--- config.mk ---
export PLATFORM = sky130hd
export DESIGN_NAME = raq_tag_store
export DESIGN_NICKNAME = d
export VERILOG_FILES = /design/src/rtl/assert_macros.svh /design/src/rtl/raq_pkg.sv /design/src/rtl/raq_tag_store.sv
export SDC_FILE = /design/constraint.sdc
export NUM_CORES = 2
export LEC_CHECK = 0
export BUFFER_PORTS_ARGS = -buffer_cell sky130_fd_sc_hd__buf_4
export CAP_MARGIN = 20
export CORE_UTILIZATION = 57
export DETAILED_ROUTE_END_ITERATION = 7
export GPL_TIMING_DRIVEN = 0
export PLACE_DENSITY = 0.84
export SYNTH_ARGS = -nofsm -noshare
export SYNTH_HDL_FRONTEND = slang
export SYNTH_SLANG_ARGS = --single-unit
--- constraint.sdc ---
create_clock -name clk -period 3.92 [get_ports clk]
set_clock_uncertainty 0.15 [all_clocks]
set_input_delay 0.392 -clock clk [delete_from_list [all_inputs] [get_ports clk]]
set_output_delay 0.392 -clock clk [all_outputs]
set_load 0.03 [all_outputs]
--- src/rtl/assert_macros.svh ---
// ----------------------------------------------------------------------------
// Assertion macros
// Clocked assertion helpers; they expand to nothing in synthesis.
// ----------------------------------------------------------------------------
`ifndef ASSERT_MACROS_SVH
`define ASSERT_MACROS_SVH
`ifndef SYNTHESIS
// same-cycle implication, sampled on clk, off during rst
`define RAQ_ASSERT_NOW(lbl, ante, cons) \
  lbl: assert property (@(posedge clk) disable iff (rst) (ante) |-> (cons)) \
    else $error("raq: same-cycle check failed");
// next-cycle implication, sampled on clk, off during rst
`define RAQ_ASSERT_NEXT(lbl, ante, cons) \
  lbl: assert property (@(posedge clk) disable iff (rst) (ante) |=> (cons)) \
    else $error("raq: next-cycle check failed");
`else
`define RAQ_ASSERT_NOW(lbl, ante, cons)
`define RAQ_ASSERT_NEXT(lbl, ante, cons)
`endif
`endif

--- src/rtl/raq_pkg.sv ---
// ----------------------------------------------------------------------------
// raq_pkg
// Sizes, codes and request types of the range-assign / point-query store.
// ----------------------------------------------------------------------------
package raq_pkg;

  // Store geometry. BUCKET_SIZE is a power of two.
  localparam int ENTRIES     = 4096;
  localparam int BUCKET_SIZE = 64;
  localparam int BUCKETS     = (ENTRIES + BUCKET_SIZE - 1) / BUCKET_SIZE;

  // Field widths
  localparam int IDX_W = 12;
  localparam int VAL_W = 31;

  // Derived widths
  localparam int ADDR_W = $clog2(ENTRIES);
  localparam int OFF_W  = $clog2(BUCKET_SIZE);
  localparam int BKT_W  = $clog2(BUCKETS);
  localparam int POS_W  = BKT_W + OFF_W;
  localparam int CMP_W  = ((IDX_W > ADDR_W) ? IDX_W : ADDR_W) + 1;

  localparam logic [VAL_W-1:0] VALUE_MAX  = {VAL_W{1'b1}};
  localparam logic [POS_W-1:0] LAST_ENTRY = POS_W'(ENTRIES - 1);

  // Operation codes
  localparam logic OP_ASSIGN = 1'b0;
  localparam logic OP_READ   = 1'b1;

  // Tag store request
  typedef struct packed {
    logic             rd_en;
    logic [BKT_W-1:0] rd_bkt;
    logic             set_en;   // whole-bucket assign: tag pending
    logic             clr_en;   // tag pushed into the elements
    logic [BKT_W-1:0] wr_bkt;
    logic [VAL_W-1:0] value;
  } tag_req_t;

  // Tag store response, for the bucket of the latest read request
  typedef struct packed {
    logic             pending;
    logic [VAL_W-1:0] value;
  } tag_rsp_t;

  // Element store request, one port
  typedef struct packed {
    logic              en;
    logic              we;
    logic [ADDR_W-1:0] addr;
    logic [VAL_W-1:0]  data;
  } elem_req_t;

endpackage

--- src/rtl/raq_tag_store.sv ---
// ----------------------------------------------------------------------------
// raq_tag_store
// Per-bucket pending tags: value memory plus pending and fresh flags.
// ----------------------------------------------------------------------------
module raq_tag_store (
  input  logic              clk,
  input  logic              rst,
  input  raq_pkg::tag_req_t req,
  output raq_pkg::tag_rsp_t rsp
);

  logic [raq_pkg::VAL_W-1:0] tag_mem [raq_pkg::BUCKETS];
  logic [raq_pkg::VAL_W-1:0] mem_q;
  logic [raq_pkg::BKT_W-1:0] rd_bkt_q;

  // pending: tag not yet pushed; fresh: bucket still holds its reset value.
  // After reset every bucket acts as if tagged with the reset value.
  logic [raq_pkg::BUCKETS-1:0] pending;
  logic [raq_pkg::BUCKETS-1:0] fresh;

  // value memory, registered read
  always_ff @(posedge clk) begin
    if (req.set_en) begin
      tag_mem[req.wr_bkt] <= req.value;
    end
    if (req.rd_en) begin
      mem_q    <= tag_mem[req.rd_bkt];
      rd_bkt_q <= req.rd_bkt;
    end
  end

  // flags
  always_ff @(posedge clk) begin
    if (rst) begin
      pending <= '1;
      fresh   <= '1;
    end else if (req.set_en) begin
      pending[req.wr_bkt] <= 1'b1;
      fresh[req.wr_bkt]   <= 1'b0;
    end else if (req.clr_en) begin
      pending[req.wr_bkt] <= 1'b0;
      fresh[req.wr_bkt]   <= 1'b0;
    end
  end

  assign rsp.pending = pending[rd_bkt_q];
  assign rsp.value   = fresh[rd_bkt_q] ? raq_pkg::VALUE_MAX : mem_q;

endmodule

==> metrics.md <==
| Metric | Value |
|---|---|
| Final Hold Vio Count | `0` |
| Int Power | `37.11 mW` |
| Layout Nets | `4275` |
| Chip Height | `381.8 µm` |
| Crit end category | `flip-flop` |
| Largest net degree at the start of global routing | `65` |
| Tightest Pin Transition | `1.585 ns` |
| Area Growth Syn to Fin | `15.23%` |
| Post-synth cell types | `45` |
| Vias | `47.33k` |
| Crit path arrival time | `4.94 ns` |
| CP startpoint kind | `primary input` |
| Dominant cell type by area after synthesis | `edfxtp_1` |
| RSZ-0062 raised after global routing | `yes` |
| Crit path time final | `4.529 ns` |
| CTS tree | `built` |
| Worst path max stage delay | `1.32 ns` |
| Maxcap violations | `1` |
| Static leakage | `29.54 nW` |
| Outcome | `finished, violations left` |
| Primary FF master, synth | `edfxtp_1` |
| Clock-pin slew on the worst setup and hold paths | `0.07 ns` |
| CP Buf/Inv Count | `5` |
| Total Wirelength | `263000 µm` |
| Clock buffer depth | `3` |
| Post-synth ARST share | `0` |
| Seq/Total Area, Yosys | `0.7693` |
| Syn nets | `3878` |
| Synthesized cell area | `82220 µm²` |
| # H-tree levels | `4` |
| Vias per cell | `7.517` |
| Remaining Overflow, GRT | `0` |
| Dpl hpwl | `157600 µm` |
| Fin crit share | `1.155` |
| Sequential share of power | `0.530` |
| Placed insts | `5865` |
| Synth top area cells | `edfxtp_1 (74%), mux4_2 (14%), dfxtp_1 (3.1%)` |
| Later-pin clock latency in the skew report | `0.86 ns` |
| DIE AREA | `145800 µm²` |
| Routed Antenna Nets | `0` |
| Largest delay contributor family on the critical path | `buffers and inverters` |
| IO Pins | `80` |
| Row count | `138` |
| VDD IR max | `540.5 µV` |
| Clk root buf | `clkbuf_16` |
| Critical Path, Cell by Cell | `dlygate4sd3_1 > buf_4 > buf_2 > buf_2 > buf_1 > mux4_2 > o22ai_1 > a211oi_1 > nand3_1 > o31ai_1` |
| Max FO, Critical Path | `10` |
| Core area | `142300 µm²` |
| Avg Inst Size Synth | `21.47 µm²` |
| Slew Limit Fails | `2` |
| Final Worst Setup Slack | `-0.6090 ns` |
| Fillers | `8445` |
| Initial Util | `0.5779` |
| CTS Buf Count | `199` |
| Synth top area share | `0.7381` |
| DRC Markers | `92` |
| Wire length per cell | `41.77 µm` |
| Net Sw Frac | `0.2250` |
| Clock power frac | `0.412` |
| Cells after Synth | `3830` |
| Share of cells above drive strength 1 | `0.2886` |
| Setup Viol. Count Final | `31` |
| Die width | `381.8 µm` |
| Initial drt markers | `8732` |
| Number of synthesized register bits | `2149` |
| First-pass GRT wire length | `355300 µm` |
| Non-Filler Instances | `6296` |
| PD cells | `505.4 nW/µm²` |
| Port bufs | `76` |
| Failing checks | `design-rule violations, max-capacitance violations, max-slew violations, negative setup slack` |
| Number of detailed-routing iterations run before antenna repair | `8` |
| Comb pwr share | `0.058` |
| Min-Delay Path Class | `primary input to flip-flop` |
| Fmax | `220.8 MHz` |
| Antenna violations before repair | `18` |
| Slowest cell on crit path | `a211oi_1` |
| Most used cell, CP | `buf_2` |
| Switch Pwr | `10.77 mW` |
| Placed cell areas | `87100 µm²` |
| Number of synthesized flops with an enable pin | `2021` |
| Vias in the first global route | `46.36k` |
| Crit Path Category | `primary input to flip-flop` |
| Gp weighted congestion | `1.018` |
| CTS Sinks | `2149` |
| GRT Total Usage | `0.3574` |
| Slew HR | `-0.06306` |
| CP required | `4.33 ns` |
| Final instance area | `94740 µm²` |
| Yosys warns | `0` |
-- cell usage in the layout (no fill, tap or decap), drive strengths merged, types with 31 or more instances in the layout --
master       count
a211o           77
a21o            64
a21oi           39
a41oi           31
buf            286
clkbuf         344
clkinv          94
dfxtp          128
dlygate4sd3     36
edfxtp        2021
mux2            51
mux2i           67
mux4           511
nand2           96
nand2b          40
nor2           124
o21ai           31
o22ai          183
-- power by group through the flow --
stage	registers [mW]	clock network, mW	logic, mW
after floorplan	25.8	0	1.30
after global placement	25.8	0	2.37
after detailed placement	25.8	0	2.49
after CTS	25.4	19.6	2.60
after global routing	25.4	20.4	2.77
final	25.4	19.7	2.78
-- cell usage after synthesis, drive strengths merged (2+ instances only) --
master   instances
and3b            2
nand3b           8
nor2           124
mux4           511
a31o             6
edfxtp        2021
and2             3
nand2b          40
o22ai          183
nand4            2
o2bb2ai          8
nand3           13
a21o            64
o21ai           31
dfxtp          128
nand2           96
or3b             6
buf            123
clkbuf         107
nor4            28
nor3             3
o31ai            6
mux2i           67
a22o             9
nor2b           12
a41oi           31
a21oi           39
a211o           77
o21bai           3
or2              2
or3              4
mux2            51
a211oi          18
-- per-layer routing --
layer	vias up	GRT usage	share of wire
met1	23820	0.4361	0.31
met3	1261	0.1387	0.16
met2	5238	0.5291	0.45
met4	24	0.2443	0.085
li1	16990	-	-
met5	-	0	0.0013
-- path summary, 6_finish.rpt --
| kind | from | endpoint | slack (ns) | depth (start not counted) |
|---|---|---|---|---|
| max | req[41] | mem_q[14] | -0.61 | 10 |
| min | req[23] | tag_mem[7][23] | 0.03 | 1 |
| max reg2reg | tag_mem[60][14] | mem_q[14] | 0.97 | 5 |
| min reg2reg | fresh[28] | fresh[28] | 0.30 | 1 |
-- worst reg2reg max path, cell delays in order (launching register included) --
cell and delay, ns:
edfxtp_1 0.38, mux4_2 0.27, mux2i_1 0.10, a211oi_1 1.31, nand3_1 0.18, o31ai_1 0.27
-- sequential cells by signal (all words and copies together) (netlist names), named ones only --
signal,flops
rd_bkt_q,6
fresh,64
tag_mem,1984
mem_q,31
-- timing repair --
item	4_1_cts	5_1_grt
setup buffers	6	1
setup endpoints to repair	32	36
pin swaps	10	2
endpoints found under the hold margin	1429	0
hold buffers	36	0
gates resized for setup	83	45
gates cloned	0	1
-- area by class of cell --
type	count	area (µm²)	area share
Timing Repair Buffer	197	2601	0.02746
Antenna cell	9	22.52	0.0002377
Clock inverter	128	1251	0.01321
Tap cell	1890	2365	0.02496
Sequential cell	2149	63250	0.6676
Clock buffer	243	5269	0.05561
Buffer	229	1336	0.01410
Multi-Input combinational cell	1451	18640	0.1968
-- stage by stage --
stage / util / setup WS, ns / TNS [ns] / hold slack, ns / power, mW
after floorplan: - / 0.9073 / 0 / 0.2708 / 27.12
after detailed placement: 0.6122 / -0.6353 / -7.501 / 0.2855 / 28.34
final: 0.6659 / -0.6090 / -4.050 / 0.02779 / 47.88
after CTS: 0.6637 / 0.002285 / 0 / 0.002066 / 47.54
after global placement: 0.5985 / -1.711 / -2208.71 / 0.2776 / 28.20
after global routing: 0.6658 / -0.4016 / -0.8944 / 0.03115 / 48.56
-- cell families (layout without fill, tap and decap cells) --
logic type | Yosys count | in the layout | share of synthesized area
multiplexers | 629 | 629 | 0.1551
buffers and inverters | 230 | 797 | 0.01505
AND/OR/NAND/NOR | 345 | 345 | 0.01975
flip-flops | 2149 | 2149 | 0.7693
other | 0 | 9 | 0
AO/OA/AOI/OAI | 477 | 477 | 0.04078
No activity file was read; power rests on OpenSTA's default activity.
